===== src/rtl/grm_pkg.sv =====
// ----------------------------------------------------------------------------
// grm_pkg
// Shared constants, types and a helper function of the grid ray marcher.
// ----------------------------------------------------------------------------
package grm_pkg;

    // Map geometry.
    localparam int MAP_COLS    = 32;
    localparam int MAP_ROWS    = 32;
    localparam int TILE_PIXELS = 64;
    localparam int SUBSTEPS    = 16;

    // Fixed point format of all coordinates.
    localparam int FRAC_BITS = 12;
    localparam int Q_ONE     = 4096;
    localparam int STEP_Q    = Q_ONE / SUBSTEPS;
    localparam int TILE_Q    = TILE_PIXELS * Q_ONE;
    localparam int TILE_SHIFT = $clog2(TILE_Q);
    localparam longint GRID_W = longint'(MAP_COLS) * TILE_Q;
    localparam longint GRID_H = longint'(MAP_ROWS) * TILE_Q;

    // Field widths.
    localparam int PLAYER_W = 23;
    localparam int TARGET_W = 25;
    localparam int ROW_F_W  = 5;
    localparam int COL_F_W  = 5;
    localparam int KIND_W   = 2;
    localparam int TAG_W    = 11;
    localparam int HIT_W    = 11;
    localparam int DIST_W   = 24;
    localparam int STATUS_W = 2;
    localparam int CFG_IDX_W = 1;

    // Derived widths.
    localparam int COL_W   = $clog2(MAP_COLS);
    localparam int ROW_W   = $clog2(MAP_ROWS);
    localparam int ADDR_W  = $clog2(MAP_ROWS * MAP_COLS);
    localparam int MAP_DEPTH = MAP_ROWS * MAP_COLS;
    localparam int DIFF_W  = TARGET_W + 1;
    localparam int D_W     = TARGET_W;
    localparam int GRID_BITS = $clog2((GRID_W > GRID_H) ? GRID_W : GRID_H);
    localparam int OFF_W   = (D_W > GRID_BITS + 1) ? D_W : GRID_BITS + 1;
    localparam int POS_W   = OFF_W + 2;
    localparam int Q_W     = $clog2(STEP_Q + 1);
    localparam int NUM_W   = D_W + Q_W;
    localparam int DCNT_W  = $clog2(NUM_W + 1);
    localparam int HQ_W    = (GRID_BITS > PLAYER_W) ? GRID_BITS : PLAYER_W;
    localparam int DD_W    = HQ_W + 1;
    localparam int SQ_W    = 2 * DD_W;
    localparam int RCNT_W  = $clog2(DD_W + 1);
    localparam int QUEUE_DEPTH = 2;
    localparam int QPTR_W  = $clog2(QUEUE_DEPTH);
    localparam int QCNT_W  = $clog2(QUEUE_DEPTH + 1);

    // Item functions.
    localparam logic FUNC_WRITE = 1'b0;
    localparam logic FUNC_CAST  = 1'b1;

    // Cell kinds.
    localparam logic [KIND_W-1:0] KIND_EMPTY = 2'd0;
    localparam logic [KIND_W-1:0] KIND_WALL  = 2'd1;

    // Result status codes.
    localparam logic [STATUS_W-1:0] ST_WALL  = 2'd0;
    localparam logic [STATUS_W-1:0] ST_OTHER = 2'd1;
    localparam logic [STATUS_W-1:0] ST_LEFT  = 2'd2;
    localparam logic [STATUS_W-1:0] ST_ZERO  = 2'd3;

    // Configuration register indexes.
    localparam logic [CFG_IDX_W-1:0] CFG_PLAYER_X = 1'd0;
    localparam logic [CFG_IDX_W-1:0] CFG_PLAYER_Y = 1'd1;

    // One classified item as it waits between the front and back ends.
    typedef struct packed {
        logic                is_cast;
        logic [ROW_F_W-1:0]  cell_row;
        logic [COL_F_W-1:0]  cell_col;
        logic [KIND_W-1:0]   cell_kind;
        logic                x_neg;
        logic                y_neg;
        logic                y_major;
        logic                zero_dir;
        logic [D_W-1:0]      amaj;
        logic [D_W-1:0]      amin;
        logic [TAG_W-1:0]    tag;
    } t_job;

    typedef struct packed {
        logic [TAG_W-1:0]    ray_tag;
        logic [HIT_W-1:0]    hit_x;
        logic [HIT_W-1:0]    hit_y;
        logic                wall_side;
        logic [DIST_W-1:0]   hit_distance;
        logic [STATUS_W-1:0] status;
    } t_result;

    function automatic logic [ADDR_W-1:0] cell_addr(input int unsigned row,
                                                    input int unsigned col);
        return ADDR_W'(row * MAP_COLS + col);
    endfunction

endpackage


===== src/rtl/grm_front.sv =====
// ----------------------------------------------------------------------------
// grm_front
// Accepts items and classifies casts: direction, major axis and magnitudes.
// ----------------------------------------------------------------------------
module grm_front
    import grm_pkg::*;
(
    input  logic                       i_valid,
    input  logic                       i_queue_full,
    input  logic                       i_func,
    input  logic [ROW_F_W-1:0]         i_cell_row,
    input  logic [COL_F_W-1:0]         i_cell_col,
    input  logic [KIND_W-1:0]          i_cell_kind,
    input  logic signed [TARGET_W-1:0] i_target_x,
    input  logic signed [TARGET_W-1:0] i_target_y,
    input  logic [TAG_W-1:0]           i_ray_index,
    input  logic [PLAYER_W-1:0]        i_player_x,
    input  logic [PLAYER_W-1:0]        i_player_y,
    output logic                       o_stall,
    output logic                       o_push,
    output t_job                       o_job
);

    logic signed [DIFF_W-1:0] dx;
    logic signed [DIFF_W-1:0] dy;
    logic [D_W-1:0]           adx;
    logic [D_W-1:0]           ady;
    logic                     y_major;

    assign dx = DIFF_W'(i_target_x) - $signed({{(DIFF_W-PLAYER_W){1'b0}}, i_player_x});
    assign dy = DIFF_W'(i_target_y) - $signed({{(DIFF_W-PLAYER_W){1'b0}}, i_player_y});
    assign adx = dx[DIFF_W-1] ? D_W'(-dx) : D_W'(dx);
    assign ady = dy[DIFF_W-1] ? D_W'(-dy) : D_W'(dy);
    assign y_major = (ady >= adx);

    assign o_stall = i_queue_full;
    assign o_push  = i_valid && !i_queue_full;

    always_comb begin
        o_job.is_cast   = (i_func == FUNC_CAST);
        o_job.cell_row  = i_cell_row;
        o_job.cell_col  = i_cell_col;
        o_job.cell_kind = i_cell_kind;
        o_job.x_neg     = dx[DIFF_W-1];
        o_job.y_neg     = dy[DIFF_W-1];
        o_job.y_major   = y_major;
        o_job.zero_dir  = (adx == '0) && (ady == '0);
        o_job.amaj      = y_major ? ady : adx;
        o_job.amin      = y_major ? adx : ady;
        o_job.tag       = i_ray_index;
    end

endmodule


===== config.mk =====
export PLATFORM = sky130hd
export DESIGN_NAME = grm_front
export DESIGN_NICKNAME = d
export VERILOG_FILES = /design/src/rtl/grm_pkg.sv /design/src/rtl/grm_front.sv
export SDC_FILE = /design/constraint.sdc
export NUM_CORES = 1
export LEC_CHECK = 0
export BUFFER_PORTS_ARGS = -buffer_cell sky130_fd_sc_hd__buf_2
export CAP_MARGIN = 5
export CORE_UTILIZATION = 35
export DETAILED_ROUTE_END_ITERATION = 8
export SLEW_MARGIN = 0
export SYNTH_ARGS = -nofsm -noshare
export SYNTH_HDL_FRONTEND = slang
export SYNTH_SLANG_ARGS = --single-unit

===== constraint.sdc =====
create_clock -name vclk -period 7.29
set_clock_uncertainty 0.05 [all_clocks]
set_input_delay 0.3645 -clock vclk [all_inputs]
set_output_delay 0.3645 -clock vclk [all_outputs]
set_load 0.1 [all_outputs]

==> results.md, run 1 <==
Run status:
- The run finished with clean final reports.

STA:
- Setup repair after global routing left no endpoint under its margin.
- The post-layout minimum cycle time is about 6.8 ns.
- After layout, the worst setup slack is between 0.5 and 0.6 ns.
- The final-report max-slew violation count is 0.
- The number of hold violations in the final report is 0.
- The worst slew margin relative to its limit is 0.495.
- The post-route clock period utilization is 0.926.
- The number of failing setup endpoints in the final timing report is 0.
- For the pin with the worst max-slew slack, the measured transition is 0.739 ns.
- The post-route worst hold slack is a little under 0.7 ns.
- The fmax is about 150 MHz.
- The accumulated negative setup slack is 0 ns.

Detailed routing:
- The pre-antenna-repair detailed-routing pass consisted of 5 iterations.
- The final route contains between 6000 and 7000 vias.
- The ratio of routed vias to standard cells is between 5 and 6.
- After detailed routing, the average wire length per cell comes to 14.0 um.
- After detailed routing, the number of remaining DRC violations is 0.
- The first routing iteration left approximately 380 violations.
- The remaining number of nets flagged by the antenna check after routing is 0.
- The routed wire length is 16500 um.

Final layout:
- In the layout the commonest cells are buf_2 (154), inv_1 (85), ha_1 (72), nand2_1 (67), a21oi_1 (62).
- In the final layout, flip-flops and latches occupy 0 sq um.
- Counting the clock-network buffers in the layout gives 0.
- Of the cells placed in the final design, the portion with a size suffix greater than 1 is 0.214.
- The sequential cell count is 0.
- The finished cells cover about 6700 sq um.
- The post-synthesis to final-layout area growth is 17.1%.
- The antenna diode count is 0.
- At the end of the flow, the number of nets in the layout was 1160.
- The final standard cell count with taps included and fillers excluded is between 1000 and 1500.
- The most common library cell in the layout ignoring fill and taps is buf_2.

Die:
- The core region is ~16000 sq um.
- The die is 130 um tall.
- The number of placement rows is 46.
- For this configuration, the core starts out at a cell density of 0.359.
- The boundary pin count is a little over 200.
- The floorplan step defined a die boundary enclosing around 17000 sq um.
- The die width is between 100 and 150 um.

Clock network:
- The post-cts resize count is 0.
- Hold repair after CTS inserted 0 buffers.
- The post-CTS setup buffer count is 0.

Critical path:
- For the worst setup path, the data required time is between 6 and 7 ns.
- The arrival time of the worst setup path is about 6.3 ns.
- The kind of critical path is input port to primary output.
- The worst setup path is captured at a primary output.
- The type of origin of the critical path is an input port.
- In this run the worst path has a maximum fanout of 8.

Global routing:
- The initial antenna violation count was 0.
- The pin count of the biggest net entering global routing is 23.
- The via count of the first global-routing pass is 5440.
- Across every metal layer, demand over resource in global routing totals 0.189.
- For this run the aggregate overflow at the end of global routing stands at 0.
- The first global-routing pass estimated between 20000 and 30000 um of wire.

Synthesis:
- Of the synthesized area, sequential elements account for 0.
- The netlist uses 74 different library cells.
- Counting every net in the synthesized netlist gives between 1000 and 1500.
- Averaged over all synthesized cells, the footprint is around 6.9 sq um.
- The netlist area before placement is about 5700 sq um.
- The post-synthesis cell count is a little over 800.
- The share of synthesized area in the top cell type comes to 0.157.
- ha_1 takes more of the synthesized area than any other cell.
- Ranked by total cell area, the synthesized netlist is headed by ha_1 (16%), mux2i_1 (8.6%), xnor2_1 (6.4%).
- The number of warnings issued by yosys is 0.

Placed design:
- The number of buffers added on ports is ~150.
- After detailed placement, the total cell area comes to 6660 sq um.
- After detailed placement, the design holds a cell count of between 1000 and 1500.
- The post-placement setup slack is 0.0907 ns.
- Detailed placement ended at an HPWL of approximately 14000 um.
- The weighted congestion at the end of routability-driven global placement is between 0.8 and 0.9.

Hold path:
- The class of the tightest hold or removal check is input port to primary output.

Power:
- The analysis attributes to cell leakage a power of 3.31 nW.
- VDD sags by at most roughly 0.52 mV.
- For this design the ratio of total power to cell area is 379 nW/um^2.

Job:
- Across the run, the number of max-cap violations was 0.
-- per-stage QoR --
stage,total power [mW],utilization
global route,2.67,0.420
global placement,2.50,0.418
CTS,2.51,0.418
floorplan,2.14,-
detailed placement,2.50,0.418
finish,2.54,0.420
-- critical path: stages --
cell and delay (ns):
buf_2 0.10, ha_1 0.37, a21oi_1 0.23, o21ai_0 0.22
and3_1 0.24, nand3b_1 0.24, xnor2_1 0.53, nand2b_1 0.21
or3_1 0.43, nor4_1 0.35, a31oi_1 0.14, xor2_1 0.19
xnor2_1 0.20, ha_1 0.34, nand4_1 0.12, nor3_1 0.23
a31oi_1 0.11, nor4_1 0.21, nor2_1 0.13, nand2_1 0.08
nand3_1 0.12, o311ai_4 0.13, buf_12 0.18, buf_4 0.19
mux2i_1 0.22, buf_2 0.45
-- cell usage after synthesis, drive strengths merged (14+ instances only) --
library cell / instances
or3: 14
buf: 36
o211ai: 17
ha: 72
a21o: 16
o21ai: 53
xnor2: 44
nand3: 21
xor2: 31
nor2: 53
nand2: 67
a21oi: 63
o21a: 14
a211oi: 16
inv: 85
mux2i: 49
-- kinds of logic (layout without fill, tap and decap cells) --
| group | after synthesis | count (layout) | synth area share |
|---|---|---|---|
| and+or+nand+nor | 255 | 255 | 0.234 |
| adders and majority gates | 74 | 74 | 0.164 |
| buffers and inverters | 134 | 265 | 0.109 |
| xor gates and xnor gates | 75 | 75 | 0.119 |
| muxes | 51 | 51 | 0.0896 |
| AOI/OAI and AO/OA | 242 | 242 | 0.284 |
-- final cells by class --
type                       instances  area [sq um]
timing repair buffer             180          1000
inverter                          85           319
tap                              216           270
fill                            1749          9240
multi-input combinational        697          5110
-- worst paths after layout --
kind | cells past startpoint | to | slack, ns | from
worst max-delay path | 26 | o_job[25] | 0.54 | i_target_x[10]
worst min-delay path | 0 | o_job[6] | 0.68 | i_ray_index[6]
-- metal layers --
layer  wire, um  vias to the layer above  GRT usage
met5          0                        -          0
met4         53                        0    0.00616
met3        816                        4    0.00533
met2       7320                      169      0.314
met1       8300                     2926      0.282
li1           -                     3269          -
-- where the power goes --
group / leakage [nW] / switching (mW) / total (mW) / internal, mW
Combinational: 3.31 / 1.95 / 2.54 / 0.593
Sequential: 0 / 0 / 0 / 0
Clock: 0 / 0 / 0 / 0
(Power assumes the default switching activity.)
==> run 2: changes to the inputs <==
Settings changed: CORE_ASPECT_RATIO set to 0.5.
==> run 2 against run 1 <==
Final area decreased by 1.2%. Combinational power about the same. Die area increased by 0.19%. Critical endpoint is now o_job[24]. Largest cell class unchanged. Highest routed layer unchanged.
==> results.md, run 2 (synthesis gave the netlist of run 1 again) <==
Critical path:
- The type of origin of the critical path is an input port (unchanged).
- The kind of critical path is input port to primary output (unchanged).
- The arrival time of the worst setup path is 6.36 ns (was 6.34 ns).
- The type of element capturing the critical path is a primary output (unchanged).
- The required time at the worst-slack endpoint is 6.88 ns (about the same).
- The maximum net fanout on the critical path is 23 (was 8).

Global routing:
- The met2 usage in global routing is 0.320 (was 0.314).
- The pin count of the biggest net entering global routing came to 26 (was 23).
- The overall track demand over capacity in global routing is 0.186 (was 0.189).
- The most used routing layer in global routing is met2 (unchanged).
- The met1 usage in global routing is 0.263 (was 0.282).
- The met3 usage came to 0.00786 (was 0.00533).
- The via count of the first global-routing pass came to 5660 (was 5440).
- The initial antenna violation count is 0 (unchanged).
- The global-route wire length before repair is 26700 um (was 26400 um).
- The final global-route overflow total is 0 (unchanged).

Final layout:
- The total of clock buffers placed in the layout is 0 (unchanged).
- The register cell area after layout is 0 sq um (unchanged).
- The share of cells above drive strength 1 is 0.197 (was 0.214).
- The most common library cell in the layout ignoring fill and taps is buf_2 (unchanged).
- The fraction of the core area covered by cells at the end of the flow is 0.422 (was 0.420).
- The post-synthesis to final-layout area growth was 15.7% (was 17.1%).
- The number of nets in the layout is 1137 (was 1160).
- The antenna diode count is 0 (unchanged).
- Most frequent cells in the layout: buf_2 (114), inv_1 (85), ha_1 (72), nand2_1 (67), a21oi_1 (62) (was buf_2 (154), inv_1 (85), ha_1 (72), nand2_1 (67), a21oi_1 (62)).
- The post-route standard cell area excluding fillers was 6620 sq um (was 6700 sq um).
- The sequential cell count is 0 (unchanged).
- The final standard cell count with taps included and fillers excluded is 1160 (was 1178).

Die:
- The die outline area is 16900 sq um (about the same).
- The starting density of the core was 0.365 (was 0.359).
- The die outline height is 92.4 um (was 130 um).
- The number of placement rows is 32 (was 46).
- The placeable core area is 15700 sq um (was 15900 sq um).
- The boundary pin count came to 202 (unchanged).
- The die width was 183 um (was 130 um).

STA:
- The number of hold violations in the final report is 0 (unchanged).
- RSZ-0062 raised after global routing: true (was false).
- The final-report max-slew violation count was 0 (unchanged).
- The post-route clock period utilization is 0.930 (was 0.926).
- The post-layout minimum cycle time is 6.78 ns (was 6.75 ns).
- The number of failing setup endpoints in the final timing report is 0 (unchanged).
- The slew of the pin with the lowest slew margin came to 0.827 ns (was 0.739 ns).
- The fmax is 148 MHz (about the same).
- The worst slew margin relative to its limit is 0.444 (was 0.495).

Power:
- The peak supply drop came to 0.435 mV (was 0.523 mV).
- The power per unit of standard cell area is 385 nW/um^2 (was 379 nW/um^2).
- The sum of internal, switching and leakage power came to 2.55 mW (was 2.54 mW).
- The leakage dissipation is 3.22 nW (was 3.31 nW).

Job:
- The max-cap violation count was 0 (unchanged).

Placed design:
- The post-placement cell count is 1160 (was 1174).
- The weighted congestion at the end of routability-driven global placement is 0.892 (was 0.875).
- The number of buffers added on ports is 154 (unchanged).
- The sum of net half-perimeters after detailed placement came to 14000 um (was 14200 um).
- The post-place instance area is 6500 sq um (was 6660 sq um).

Hold path:
- The worst hold path startpoint is i_ray_index[4] (was i_ray_index[6]).
- The end of the worst hold path is o_job[4] (was o_job[6]).
- The cell count of the worst hold path is 0 (unchanged).
- The class of the tightest hold or removal check is input port to primary output (unchanged).

Detailed routing:
- The first-pass detailed-route iteration total is 7 (was 5).
- The remaining number of nets flagged by the antenna check after routing is 0 (unchanged).
- The ratio of routed vias to standard cells is 5.34 (was 5.41).
- The routed via count is 6193 (was 6368).
- The routed wire length came to 16600 um (was 16500 um).
- The starting DRC count in detailed routing was 383 (was 384).
- The number of design rule violations left after detail routing is 0 (unchanged).
- The detailed-route wire length per cell is 14.3 um (was 14.0 um).

Run status:
- Run status: finished clean (unchanged).

Clock network:
- The post-cts hold buffer count came to 0 (unchanged).
==> run 2: stage by stage <==
step           hold slack (ns)  setup slack (ns)  TNS, ns
3_5_place_dp             0.680             0.402        0
4_1_cts                  0.680             0.383        0
5_1_grt                  0.679          -0.00956  -0.0112
2_1_floorplan            0.891            0.0318        0
3_3_place_gp             0.680             0.544        0
6_report                 0.679             0.511        0
==> run 2: worst max-delay path by stage <==
| stage | startpoint | end | cells past startpoint |
|---|---|---|---|
| global placement | i_target_x[10] | o_job[17] | 25 |
| CTS | i_target_x[10] | o_job[17] | 25 |
| finish | i_target_x[0] | o_job[24] | 27 |
| global route | i_target_x[0] | o_job[28] | 25 |
| floorplan | i_player_x[10] | o_job[40] | 24 |
| detailed placement | i_target_x[10] | o_job[17] | 25 |
==> run 2: power by group <==
group | leakage (nW) | switching, mW | internal (mW) | total, mW
Combinational | 3.22 | 1.95 | 0.596 | 2.55
Clock | 0 | 0 | 0 | 0
Sequential | 0 | 0 | 0 | 0
==> run 2: critical path, cell delays in order <==
cell      delay [ns]
buf_2           0.07
inv_1           0.03
ha_1            0.22
fa_1            0.41
nand2b_1        0.20
a21o_1          0.20
a21oi_1         0.26
o211ai_1        0.14
and4_1          0.31
nand2b_1        0.23
or3_1           0.41
nor4_1          0.37
a31oi_1         0.15
xor2_1          0.19
xnor2_1         0.20
ha_1            0.34
nand4_1         0.18
nor3_1          0.24
a31oi_1         0.13
nor4_1          0.19
nor2_1          0.12
nand2_1         0.08
nand3_1         0.12
o311ai_4        0.13
buf_4           0.40
mux2i_1         0.23
buf_2           0.45
==> run 2: area by class of cell <==
class / count / area [sq um]
fill: 1686 / 9070
inverter: 85 / 319
multi-input combinational: 697 / 5130
tap: 221 / 277
timing repair buffer: 157 / 897
==> run 2: routing by layer <==
layer  vias up  routed length (um)  share of wire
met1      2794                8330           0.50
met2       157                7370           0.44
met3        26                 734          0.044
met4         0                 195          0.012
met5         -                   0              0
li1       3216                   -              -
==> run 2: repair_timing <==
| item | CTS | global route |
|---|---|---|
| setup endpoints to repair | 0 | 47 |
| setup buffers | 0 | 0 |
| resized for setup | 0 | 44 |
| hold endpoints to repair | 0 | 0 |
