--- config.mk ---
export PLATFORM = sky130hd
export DESIGN_NAME = grm_queue
export DESIGN_NICKNAME = d
export VERILOG_FILES = /design/src/rtl/grm_pkg.sv /design/src/rtl/grm_queue.sv
export SDC_FILE = /design/constraint.sdc
export NUM_CORES = 1
export LEC_CHECK = 0
export BUFFER_PORTS_ARGS = -buffer_cell sky130_fd_sc_hd__clkbuf_2
export CAP_MARGIN = 0
export CORE_MARGIN = 2
export CORE_UTILIZATION = 30
export DETAILED_ROUTE_END_ITERATION = 7
export PLACE_DENSITY = 0.6
export SLEW_MARGIN = 20
export SYNTH_ARGS = -nofsm -noshare
export SYNTH_HDL_FRONTEND = slang
export SYNTH_SLANG_ARGS = --single-unit
--- constraint.sdc ---
create_clock -name i_clk -period 5.4 [get_ports i_clk]
set_input_delay 1.08 -clock i_clk [delete_from_list [all_inputs] [get_ports i_clk]]
set_output_delay 1.08 -clock i_clk [all_outputs]
set_load 0.03 [all_outputs]
--- src/rtl/grm_pkg.sv ---
// ----------------------------------------------------------------------------
// grm_pkg
// Shared constants, types and a helper function of the grid ray marcher.
// ----------------------------------------------------------------------------
package grm_pkg;

    // Map geometry.
    localparam int MAP_COLS    = 32;
    localparam int MAP_ROWS    = 32;
    localparam int TILE_PIXELS = 64;
    localparam int SUBSTEPS    = 16;

    // Fixed point format of all coordinates.
    localparam int FRAC_BITS = 12;
    localparam int Q_ONE     = 4096;
    localparam int STEP_Q    = Q_ONE / SUBSTEPS;
    localparam int TILE_Q    = TILE_PIXELS * Q_ONE;
    localparam int TILE_SHIFT = $clog2(TILE_Q);
    localparam longint GRID_W = longint'(MAP_COLS) * TILE_Q;
    localparam longint GRID_H = longint'(MAP_ROWS) * TILE_Q;

    // Field widths.
    localparam int PLAYER_W = 23;
    localparam int TARGET_W = 25;
    localparam int ROW_F_W  = 5;
    localparam int COL_F_W  = 5;
    localparam int KIND_W   = 2;
    localparam int TAG_W    = 11;
    localparam int HIT_W    = 11;
    localparam int DIST_W   = 24;
    localparam int STATUS_W = 2;
    localparam int CFG_IDX_W = 1;

    // Derived widths.
    localparam int COL_W   = $clog2(MAP_COLS);
    localparam int ROW_W   = $clog2(MAP_ROWS);
    localparam int ADDR_W  = $clog2(MAP_ROWS * MAP_COLS);
    localparam int MAP_DEPTH = MAP_ROWS * MAP_COLS;
    localparam int DIFF_W  = TARGET_W + 1;
    localparam int D_W     = TARGET_W;
    localparam int GRID_BITS = $clog2((GRID_W > GRID_H) ? GRID_W : GRID_H);
    localparam int OFF_W   = (D_W > GRID_BITS + 1) ? D_W : GRID_BITS + 1;
    localparam int POS_W   = OFF_W + 2;
    localparam int Q_W     = $clog2(STEP_Q + 1);
    localparam int NUM_W   = D_W + Q_W;
    localparam int DCNT_W  = $clog2(NUM_W + 1);
    localparam int HQ_W    = (GRID_BITS > PLAYER_W) ? GRID_BITS : PLAYER_W;
    localparam int DD_W    = HQ_W + 1;
    localparam int SQ_W    = 2 * DD_W;
    localparam int RCNT_W  = $clog2(DD_W + 1);
    localparam int QUEUE_DEPTH = 2;
    localparam int QPTR_W  = $clog2(QUEUE_DEPTH);
    localparam int QCNT_W  = $clog2(QUEUE_DEPTH + 1);

    // Item functions.
    localparam logic FUNC_WRITE = 1'b0;
    localparam logic FUNC_CAST  = 1'b1;

    // Cell kinds.
    localparam logic [KIND_W-1:0] KIND_EMPTY = 2'd0;
    localparam logic [KIND_W-1:0] KIND_WALL  = 2'd1;

    // Result status codes.
    localparam logic [STATUS_W-1:0] ST_WALL  = 2'd0;
    localparam logic [STATUS_W-1:0] ST_OTHER = 2'd1;
    localparam logic [STATUS_W-1:0] ST_LEFT  = 2'd2;
    localparam logic [STATUS_W-1:0] ST_ZERO  = 2'd3;

    // Configuration register indexes.
    localparam logic [CFG_IDX_W-1:0] CFG_PLAYER_X = 1'd0;
    localparam logic [CFG_IDX_W-1:0] CFG_PLAYER_Y = 1'd1;

    // One classified item as it waits between the front and back ends.
    typedef struct packed {
        logic                is_cast;
        logic [ROW_F_W-1:0]  cell_row;
        logic [COL_F_W-1:0]  cell_col;
        logic [KIND_W-1:0]   cell_kind;
        logic                x_neg;
        logic                y_neg;
        logic                y_major;
        logic                zero_dir;
        logic [D_W-1:0]      amaj;
        logic [D_W-1:0]      amin;
        logic [TAG_W-1:0]    tag;
    } t_job;

    typedef struct packed {
        logic [TAG_W-1:0]    ray_tag;
        logic [HIT_W-1:0]    hit_x;
        logic [HIT_W-1:0]    hit_y;
        logic                wall_side;
        logic [DIST_W-1:0]   hit_distance;
        logic [STATUS_W-1:0] status;
    } t_result;

    function automatic logic [ADDR_W-1:0] cell_addr(input int unsigned row,
                                                    input int unsigned col);
        return ADDR_W'(row * MAP_COLS + col);
    endfunction

endpackage

--- src/rtl/grm_queue.sv ---
// ----------------------------------------------------------------------------
// grm_queue
// Short first-in first-out queue of classified items.
// ----------------------------------------------------------------------------
module grm_queue
    import grm_pkg::*;
(
    input  logic i_clk,
    input  logic i_rst_n,
    input  logic i_push,
    input  t_job i_job,
    input  logic i_pop,
    output logic o_full,
    output logic o_empty,
    output t_job o_head
);

    t_job              r_slot [QUEUE_DEPTH];
    logic [QPTR_W-1:0] r_wr_ptr;
    logic [QPTR_W-1:0] r_rd_ptr;
    logic [QCNT_W-1:0] r_count;

    assign o_full  = (r_count == QCNT_W'(QUEUE_DEPTH));
    assign o_empty = (r_count == '0);
    assign o_head  = r_slot[r_rd_ptr];

    always_ff @(posedge i_clk) begin
        if (i_push) begin
            r_slot[r_wr_ptr] <= i_job;
        end
    end

    always_ff @(posedge i_clk) begin
        if (!i_rst_n) begin
            r_wr_ptr <= '0;
            r_rd_ptr <= '0;
            r_count  <= '0;
        end else begin
            if (i_push) begin
                r_wr_ptr <= (r_wr_ptr == QPTR_W'(QUEUE_DEPTH - 1)) ? '0 : r_wr_ptr + 1'b1;
            end
            if (i_pop) begin
                r_rd_ptr <= (r_rd_ptr == QPTR_W'(QUEUE_DEPTH - 1)) ? '0 : r_rd_ptr + 1'b1;
            end
            if (i_push && !i_pop) begin
                r_count <= r_count + 1'b1;
            end else if (i_pop && !i_push) begin
                r_count <= r_count - 1'b1;
            end
        end
    end

endmodule

==> results of run 1 <==
-- worst paths after layout --
| path | startpoint | to | slack (ns) | cells past startpoint |
|---|---|---|---|---|
| max | flip-flop | o_head[58] | 1.96 | 3 |
| min reg2reg | r_count[1] | r_count[1] | 0.53 | 2 |
| max reg2reg | r_wr_ptr | r_slot[0][8] | 3.63 | 3 |
| min | r_count[1] | r_count[1] | 0.53 | 2 |
-- flip-flops by register name, summed over array words and instances, names as in the netlist, named ones only --
| name | flops |
|---|---|
| r_count | 2 |
| r_wr_ptr | 1 |
| r_rd_ptr | 1 |
| r_slot | 156 |
-- through the flow --
step           instances   util
4_1_cts              716  0.392
3_3_place_gp         684  0.363
5_1_grt              718  0.394
3_5_place_dp         684  0.363
6_report             718  0.394
2_1_floorplan        265      -
-- cell type report --
class | instances | area [sq um]
well taps | 265 | 332
repair buffers | 165 | 881
flip-flops and latches | 161 | 4790
clock inverters | 14 | 141
clock buffers | 18 | 429
multi-input cells | 94 | 1080
fillers | 1825 | 11700
inverters | 1 | 3.75
-- synth_stat cells, drive strengths merged --
cell type	count
a21boi	1
and2	4
buf	9
dfxtp	5
edfxtp	156
ha	1
inv	1
mux2	78
nor2	1
nor2b	3
o21a	1
o21ai	1
or3	1
xnor2	1
xor2	2
-- routing by layer --
| layer | share of wire | vias up | global-route usage | wire (microns) |
|---|---|---|---|---|
| met5 | 0 | - | 0 | 0 |
| met4 | 0.015 | 0 | 0.0475 | 167 |
| met3 | 0.066 | 8 | 0.0384 | 740 |
| met2 | 0.50 | 100 | 0.178 | 5580 |
| met1 | 0.42 | 1479 | 0.127 | 4710 |
| li1 | - | 1399 | - | - |
-- tightest hold or removal path, cell delays in order, from the launching register on --
cell,delay (ns)
dfxtp_1,0.33
o21ai_0,0.09
a21boi_1,0.06
-- logic make-up (layout without fill, tap and decap cells) --
logic type	count (synthesis)	in the layout	synth area share
flops	161	161	0.808
mux	78	78	0.161
buf+inv	10	198	0.0125
simple gates	9	9	0.00908
compound gates	3	3	0.00338
xor+xnor	3	3	0.00444
fa+ha+maj	1	1	0.00211
-- power by group through the flow --
stage / logic [uW] / clock network, uW / registers, uW
after floorplan: 274 / 0 / 1490
after global placement: 365 / 0 / 1500
after CTS: 373 / 1190 / 1480
after global routing: 395 / 1240 / 1490
after detailed placement: 371 / 0 / 1510
final: 371 / 1150 / 1480
==> summary.txt, run 1 <==
Run status
  – Status: finished clean

Timing
  – Fin crit share: 0.637
  – RSZ-0062 raised after global routing: false
  – Fin Hold WS: 0.529 ns
  – Hold Fails Final Rpt: 0
  – Final Max Tran Viols: 0
  – Tmin final: 3.44 ns
  – Achievable Freq: 291 MHz
  – Clock skew: 0.0123 ns
  – Setup_tns: 0 ns
  – Actual slew at the worst max-slew pin: 0.871 ns
  – Post-route worst setup slack: 1.96 ns
  – Final setup viols: 0
  – Slew HR: 0.419

Logic synthesis
  – Seq/Total Area, Yosys: 0.808
  – Syn avg cell area: 22.4 sq um
  – Yosys top cell by area: edfxtp_1
  – Top cells by area, synth: edfxtp_1 79%, mux2_2 11%, mux2_4 5.1%, dfxtp_1 1.7%, buf_6 0.76%
  – YS warnings: 0
  – Share of the synthesized area in the top cell type: 0.791
  – Synthesized cell area: 5920 sq um
  – Synthesized flop and latch total: 161
  – Synth Instances: 265
  – Synth unique cells: 17
  – Post-Syn Nets: 348

Detailed routing
  – Vias: 2,986
  – WL final: 11.2 mm
  – Routed Antenna Nets: 0
  – Avg Vias per Cell: 4.16
  – DR iter-0 viols: 121
  – Pre-antenna DRT Iters: 6
  – Post-route DRC violation count: 0
  – Mean routed wirelength per cell: 15.6 microns

Global routing
  – Global-route wire length before repair: 16.6 mm
  – Initial antenna violation count: 0
  – Largest net degree at the start of global routing: 79
  – GR Overflow Total: 0
  – Global-route usage over all layers: 0.108
  – Number of global-route vias before repair: 3,141

Power and ir drop
  – Sw Share: 0.244
  – Internal power: 2270 uW
  – Psw: 733 uW
  – VDD IR max: 197 uV
  – Pwr Density: 392 nW/um^2
  – Clock network fraction of total power: 0.384
  – Gate power share: 0.124
  – Lkg Pwr: 0.00291 uW
  – Register share of total power: 0.493
  – Total power: 3000 uW

Die
  – Die Span X: 145 microns
  – IO Count: 162
  – Die Y: 145 microns
  – Core area: 19,400 sq um
  – Initial Util: 0.305
  – Num rows: 51
  – Die area: 20,900 sq um

Clock network
  – Hold buffers post-CTS: 0
  – CTS buffer count: 17
  – CTS Buffer Depth: 2
  – Worst-path clk slew: 0.06 ns
  – CTS H-tree lvls: 4
  – CTS tree: done
  – Post_cts resized: 0
  – Post CTS Setup Buffer Count: 0
  – Clk sinks: 161
  – Clk Latency, worst-skew pair: 0.41 ns
  – CTS root buf: clkbuf_16

Setup path
  – Critical path cell sequence: buf_4 > mux2_2 > clkbuf_2
  – Worst endpoint required time: 4.32 ns
  – Crit path capture type: output port
  – Crit-path slowest cell: dfxtp_4
  – Critical path class: reg2out
  – Cell family with most CP delay: flip-flops
  – Crit path buffers/inverters: 2
  – Largest stage delay on the critical path: 0.92 ns
  – Crit path max fanout: 59
  – Worst EP arrival: 2.36 ns
  – Worst setup SP type: flip-flop

Final layout
  – Commonest non-fill, non-tap cell in the layout: clkbuf_2
  – Antenna cells: 0
  – Share of cells above drive strength 1: 0.607
  – Commonest cells after routing, fill and taps aside: 161 x clkbuf_2, 156 x edfxtp_1, 58 x mux2_2, 20 x mux2_4, 17 x clkbuf_16
  – Design area: 7650 sq um
  – Layout area overhead: 29.1%
  – Final nets: 523

Flow run
  – Max-Cap Viols: 0

Placement
  – Placed cell areas: 7030 sq um
  – # port buffers: 161
  – Worst slack, placed: 2.33 ns
  – Dpl hpwl: 7.33 mm
  – Final RePlAce weighted congestion: 0.696

Worst hold path
  – Hold/Removal Path Class: reg2reg
Note: power is estimated with default switching activity, not from simulation.
==> inputs of run 2 (changes only) <==
- ABC_AREA: unset -> 1
- PLACE_DENSITY: 0.6 -> 0.61
- clock period: 5.4 -> 3.1 ns (I/O delays scaled with it)
==> run 2 against run 1 <==
Clock power rose by 70%. Clock skew fell by 0.0061 ns. Core utilization is 0.23 points lower. Via count rose by 3.3%. Register-to-register slack got worse by 2.0 ns. Global-route usage fell by 0.17 points. Wire length is 2.3% lower. Worst hold slack worse by 0.14 ns. Flip-flop and latch count did not move. Critical endpoint is now o_head[27]. Highest routed layer unchanged.
==> summary.txt, run 2 <==
Clock network
  – CTS H-tree lvls: 4 (unchanged)
  – Worst-path clk slew: 0.07 ns (was 0.06 ns)
  – Post_cts resized: 0 (unchanged)
  – CTS tree: done (unchanged)
  – Hold buffers post-CTS: 0 (unchanged)
  – CTS buffer count: 17 (unchanged)
  – Clk Latency, worst-skew pair: 0.42 ns (was 0.41 ns)
  – CTS Buffer Depth: 2 (unchanged)
  – CTS root buf: clkbuf_16 (unchanged)
  – Clk sinks: 161 (unchanged)
  – Post CTS Setup Buffer Count: 0 (unchanged)

Logic synthesis
  – Synthesized cell area: 5940 sq um (was 5920 sq um)
  – Synth unique cells: 14 (was 17)
  – Synth Instances: 278 (was 265)
  – Synthesized flop and latch total: 161 (unchanged)
  – Yosys top cell by area: edfxtp_1 (unchanged)
  – Post-synth top cells: 156 x edfxtp_1, 58 x mux2_2, 20 x mux2_4, 9 x nor2_1 (was 156 x edfxtp_1, 58 x mux2_2, 20 x mux2_4, 5 x buf_2, 5 x dfxtp_1)
  – Top-count cell post-synth: edfxtp_1 (unchanged)
  – Share of the synthesized area in the top cell type: 0.789 (was 0.791)
  – Top cells by area, synth: edfxtp_1 79%, mux2_2 11%, mux2_4 5.1%, dfxtp_1 1.7%, buf_6 0.76% (unchanged)
  – Ys async rst share: 0 (unchanged)
  – Seq/Total Area, Yosys: 0.806 (was 0.808)
  – EDFF count, synth: 156 (unchanged)
  – Main synth FF type: edfxtp_1 (unchanged)
  – Syn avg cell area: 21.4 sq um (was 22.4 sq um)
  – Post-Syn Nets: 361 (was 348)
  – YS warnings: 0 (unchanged)

Final layout
  – Area of the multi-input gates: 1060 sq um (was 1080 sq um)
  – Finished Layout Cells: 733 (was 718)
  – Layout area overhead: 28.6% (was 29.1%)
  – Largest register FFs: 156 (unchanged)
  – Antenna cells: 0 (unchanged)
  – Commonest cells after routing, fill and taps aside: 161 x clkbuf_2, 156 x edfxtp_1, 58 x mux2_2, 20 x mux2_4, 17 x clkbuf_16 (unchanged)
  – Register bank with the most flops: r_slot (unchanged)
  – Regs by FF count: r_slot (156), r_count (2) (unchanged)
  – Share of cells above drive strength 1: 0.596 (was 0.607)
  – Flip-flop and latch area: 4790 sq um (unchanged)
  – Final nets: 538 (was 523)
  – Commonest non-fill, non-tap cell in the layout: clkbuf_2 (unchanged)
  – Fill cell count: 1,797 (was 1,825)

Timing
  – Final Max Tran Viols: 0 (unchanged)
  – Fin Hold WS: 0.388 ns (was 0.529 ns)
  – RSZ-0062 raised after global routing: false (unchanged)
  – Setup_tns: 0 ns (unchanged)
  – Fin crit share: 0.782
  – Clock skew: 0.00612 ns (was 0.0123 ns)
  – Actual slew at the worst max-slew pin: 0.624 ns (was 0.871 ns)
  – Achievable Freq: 413 MHz
  – Final setup viols: 0 (unchanged)
  – Hold Fails Final Rpt: 0 (unchanged)
  – Tmin final: 2.42 ns
  – Post-route worst setup slack: 0.676 ns (was 1.96 ns)
  – Slew HR: 0.584 (was 0.419)

Detailed routing
  – Mean routed wirelength per cell: 14.9 microns (was 15.6 microns)
  – Post-route DRC violation count: 0 (unchanged)
  – Avg Vias per Cell: 4.21 (was 4.16)
  – Pre-antenna DRT Iters: 4 (was 6)
  – DR iter-0 viols: 134 (was 121)
  – Routed Antenna Nets: 0 (unchanged)
  – Vias: 3,084 (was 2,986)
  – WL final: 10.9 mm (was 11.2 mm)

Power and ir drop
  – Lkg Pwr: 0.00293 uW (was 0.00291 uW)
  – Total power: 5110 uW (was 3000 uW)
  – Pwr Density: 670 nW/um^2 (was 392 nW/um^2)
  – VDD IR max: 354 uV (was 197 uV)

Die
  – Initial Util: 0.305 (about the same)
  – Die Span X: 145 microns (about the same)
  – IO Count: 162 (unchanged)
  – Core area: 19,500 sq um (was 19,400 sq um)
  – Die area: 20,900 sq um (about the same)
  – Num rows: 51 (unchanged)
  – Die Y: 145 microns (about the same)

Global routing
  – GR Overflow Total: 0 (unchanged)
  – Number of global-route vias before repair: 3,272 (was 3,141)
  – Global-route wire length before repair: 16.3 mm (was 16.6 mm)
  – Global-route usage over all layers: 0.106 (was 0.108)
  – Largest net degree at the start of global routing: 45 (was 79)
  – Initial antenna violation count: 0 (unchanged)

Run status
  – Status: finished clean (unchanged)

Flow run
  – Max-Cap Viols: 0 (unchanged)

Setup path
  – Critical path class: reg2out (unchanged)
  – Crit path max fanout: 37 (was 59)
  – Worst setup SP type: flip-flop (unchanged)
  – Crit path capture type: output port (unchanged)
  – Worst EP arrival: 1.80 ns (was 2.36 ns)
  – Worst endpoint required time: 2.48 ns (was 4.32 ns)

Placement
  – Dpl hpwl: 7.42 mm (was 7.33 mm)
  – Placed cell count: 701 (was 684)
  – Final RePlAce weighted congestion: 0.695 (was 0.696)
  – # port buffers: 161 (unchanged)
  – Worst slack, placed: 1.10 ns (was 2.33 ns)

Worst hold path
  – Hold/Removal Path Class: in2reg (was reg2reg)
-- run 2: cell types whose count changed after synthesis, sizes merged, moves of 2 or more --
cell,delta
and2,-4
inv,+7
nand2,+8
nor2,+8
nor2b,-3
xor2,-2
-- run 2: stage by stage --
stage	utilization	area, sq um
final	0.392	7630
after global routing	0.392	7630
after CTS	0.392	7630
after detailed placement	0.363	7070
after global placement	0.363	7070
after floorplan	-	5940
-- run 2: report_power, final --
part           switching, uW  internal (uW)
clock                    850           1110
sequential              28.2           2520
combinational            386            216
-- run 2: final cells by class --
class | count | area share
Inverter | 8 | 0.00410
Clock buffer | 18 | 0.0562
Sequential cell | 161 | 0.627
Multi-Input combinational cell | 100 | 0.139
Clock inverter | 14 | 0.0170
Timing Repair Buffer | 167 | 0.113
Tap cell | 265 | 0.0434
-- run 2: routing by layer --
layer / wire length (microns) / vias to the layer above / global-route usage
met5: 0 / - / 0
met4: 200 / 0 / 0.0531
met3: 816 / 16 / 0.0398
met2: 5400 / 108 / 0.177
met1: 4520 / 1523 / 0.120
li1: - / 1437 / -
-- run 2: path summary, 6_finish.rpt --
| path | from | end | slack, ns | cells after the start |
|---|---|---|---|---|
| setup / recovery | flip-flop | o_head[27] | 0.68 | 3 |
| hold / removal | i_job[70] | r_slot[1][70] | 0.39 | 1 |
| setup reg to reg | r_wr_ptr | r_slot[1][72] | 1.63 | 3 |
| hold reg to reg | r_rd_ptr | flip-flop | 0.50 | 2 |
-- run 2: cells by family (layout without fill, tap and decap cells) --
group	after synthesis	after routing	synth area share
flip-flops	161	161	0.806
AND/OR/NAND/NOR	19	19	0.0126
buffers and inverters	17	207	0.0169
multiplexers	78	78	0.161
AO/OA/AOI/OAI	2	2	0.00168
adder cells (fa/ha/maj)	1	1	0.00211
-- run 2: critical path: stages (launching register included) --
cell and delay, ns:
dfxtp_4 0.36, buf_4 0.41, mux2_2 0.40, clkbuf_2 0.19
==> inputs of run 3 (changes only) <==
- ABC_AREA: 1 -> 0
- PLACE_DENSITY: 0.61 -> 0.6
- clock period: 3.1 -> 2.45 ns (I/O delays scaled with it)
==> run 3 against run 2 <==
Flip-flop and latch count stayed put. Sequential share of layout area is 0.082 points lower. Via count is 3.2% lower. Critical path depth stayed put. Non-clock buffer count is 1 higher. Total power is 26% higher. Clock power is 21% higher.
==> summary.txt, run 3 (same netlist as run 1, synthesis figures left out) <==
Clock network
  – CTS buffer count: 17 (unchanged)
  – CTS root buf: clkbuf_16 (unchanged)
  – Post CTS Setup Buffer Count: 0 (unchanged)
  – Worst-path clk slew: 0.06 ns (was 0.07 ns)
  – Clk Latency, worst-skew pair: 0.41 ns (was 0.42 ns)
  – CTS Buffer Depth: 2 (unchanged)
  – Clk sinks: 161 (unchanged)
  – Post_cts resized: 0 (unchanged)
  – CTS H-tree lvls: 4 (unchanged)
  – Hold buffers post-CTS: 0 (unchanged)
  – CTS tree: done (unchanged)

Final layout
  – Register bank with the most flops: r_slot (unchanged)
  – Largest register FFs: 156 (unchanged)
  – Final nets: 526 (was 538)
  – Fill cell count: 1,829 (was 1,797)
  – Antenna cells: 0 (unchanged)
  – Regs by FF count: r_slot (156), r_count (2) (unchanged)
  – Commonest non-fill, non-tap cell in the layout: clkbuf_2 (unchanged)
  – Design area: 7640 sq um (was 7630 sq um)
  – Flip-flop and latch area: 4790 sq um (unchanged)
  – Area of the multi-input gates: 1080 sq um (was 1060 sq um)
  – Layout area overhead: 29.0% (was 28.6%)
  – Commonest cells after routing, fill and taps aside: 161 x clkbuf_2, 156 x edfxtp_1, 58 x mux2_2, 20 x mux2_4, 17 x clkbuf_16 (unchanged)
  – Share of cells above drive strength 1: 0.616 (was 0.596)
  – Final Util: 0.394 (was 0.392)
  – Finished Layout Cells: 721 (was 733)

Global routing
  – Global-route wire length before repair: 16.4 mm (was 16.3 mm)
  – Global-route usage over all layers: 0.107 (was 0.106)
  – Largest net degree at the start of global routing: 54 (was 45)
  – GR Overflow Total: 0 (unchanged)
  – Initial antenna violation count: 0 (unchanged)
  – Number of global-route vias before repair: 3,264 (was 3,272)

Timing
  – Tmin final: 2.27 ns
  – Actual slew at the worst max-slew pin: 0.414 ns (was 0.624 ns)
  – Final Max Tran Viols: 0 (unchanged)
  – Final setup viols: 0 (unchanged)
  – Fin crit share: 0.928
  – RSZ-0062 raised after global routing: false (unchanged)
  – Setup_tns: 0 ns (unchanged)
  – Post-route worst setup slack: 0.175 ns (was 0.676 ns)
  – Slew HR: 0.724 (was 0.584)
  – Achievable Freq: 440 MHz
  – Hold Fails Final Rpt: 0 (unchanged)
  – Clock skew: 0.00772 ns (was 0.00612 ns)

Placement
  – Placed cell count: 689 (was 701)
  – Final RePlAce weighted congestion: 0.669 (was 0.695)
  – Dpl hpwl: 7.32 mm (was 7.42 mm)
  – # port buffers: 161 (unchanged)
  – Placed cell areas: 7110 sq um (was 7070 sq um)
  – Worst slack, placed: 0.582 ns (was 1.10 ns)

Setup path
  – Flop2flop setup slack: 0.97 ns (was 1.63 ns)
  – Worst EP arrival: 1.78 ns (was 1.80 ns)
  – Worst endpoint required time: 1.96 ns (was 2.48 ns)
  – Crit-path slowest cell: dfxtp_4 (was buf_4)
  – Critical path cell sequence: buf_4 > mux2_2 > clkbuf_2 (unchanged)
  – Crit path max fanout: 20 (was 37)
  – Crit path capture type: output port (unchanged)
  – Largest stage delay on the critical path: 0.53 ns (was 0.41 ns)
  – Critical path class: reg2out (unchanged)
  – Worst setup SP type: flip-flop (unchanged)

Die
  – Die Y: 145 microns (about the same)
  – IO Count: 162 (unchanged)
  – Die area: 20,900 sq um (about the same)
  – Die Span X: 145 microns (about the same)
  – Num rows: 51 (unchanged)
  – Core area: 19,400 sq um (was 19,500 sq um)
  – Initial Util: 0.305 (about the same)

Power and ir drop
  – Lkg Pwr: 0.00291 uW (was 0.00293 uW)
  – Pwr Density: 844 nW/um^2 (was 670 nW/um^2)
  – VDD IR max: 436 uV (was 354 uV)

Detailed routing
  – Routed Antenna Nets: 0 (unchanged)
  – Post-route DRC violation count: 0 (unchanged)
  – Avg Vias per Cell: 4.14 (was 4.21)
  – Pre-antenna DRT Iters: 4 (unchanged)
  – Vias: 2,986 (was 3,084)
  – WL final: 10.9 mm (about the same)
  – DR iter-0 viols: 134 (unchanged)
  – Mean routed wirelength per cell: 15.1 microns (was 14.9 microns)

Worst hold path
  – Hold/Removal Path Class: in2reg (unchanged)

Flow run
  – Max-Cap Viols: 0 (unchanged)

Run status
  – Status: finished clean (unchanged)
run 3: power by group:
group | switching [uW] | total [uW] | internal, uW
clock | 1070 | 2370 | 1300
sequential | 49.7 | 3230 | 3180
combinational | 527 | 853 | 326
run 3: path summary, 6_finish.rpt:
check	start	end	depth (start not counted)
worst max register to register	r_wr_ptr	r_slot[1][46]	2
worst max-delay path	flip-flop	o_head[67]	3
worst min-delay path	i_job[65]	r_slot[0][65]	1
worst min register to register	r_count[1]	r_count[1]	2
run 3: metal layers:
layer	GRT usage	share of wire	up-vias
met5	0	0	-
li1	-	-	1408
met3	0.0497	0.071	9
met2	0.188	0.53	93
met1	0.112	0.38	1476
met4	0.0368	0.0098	0
run 3: through the flow:
stage	hold slack, ns	total power [uW]
3_5_place_dp	0.505	4160
2_1_floorplan	0.466	3870
4_1_cts	0.236	6570
3_3_place_gp	0.475	4140
5_1_grt	0.232	6740
6_report	0.265	6450
run 3: final cells by class:
type	instances	share of cell area
clock buffers	17	0.0557
clock inverters	15	0.0142
inverters	1	0.000491
multi-input cells	94	0.141
flip-flops and latches	161	0.627
well taps	265	0.0434
repair buffers	168	0.119
run 3: critical path: cells and delay by family, from the launching register on:
| kind | cells | cell delay, ns |
|---|---|---|
| multiplexers | 1 | 0.37 |
| flip-flops | 1 | 0.53 |
| buffers and inverters | 2 | 0.47 |
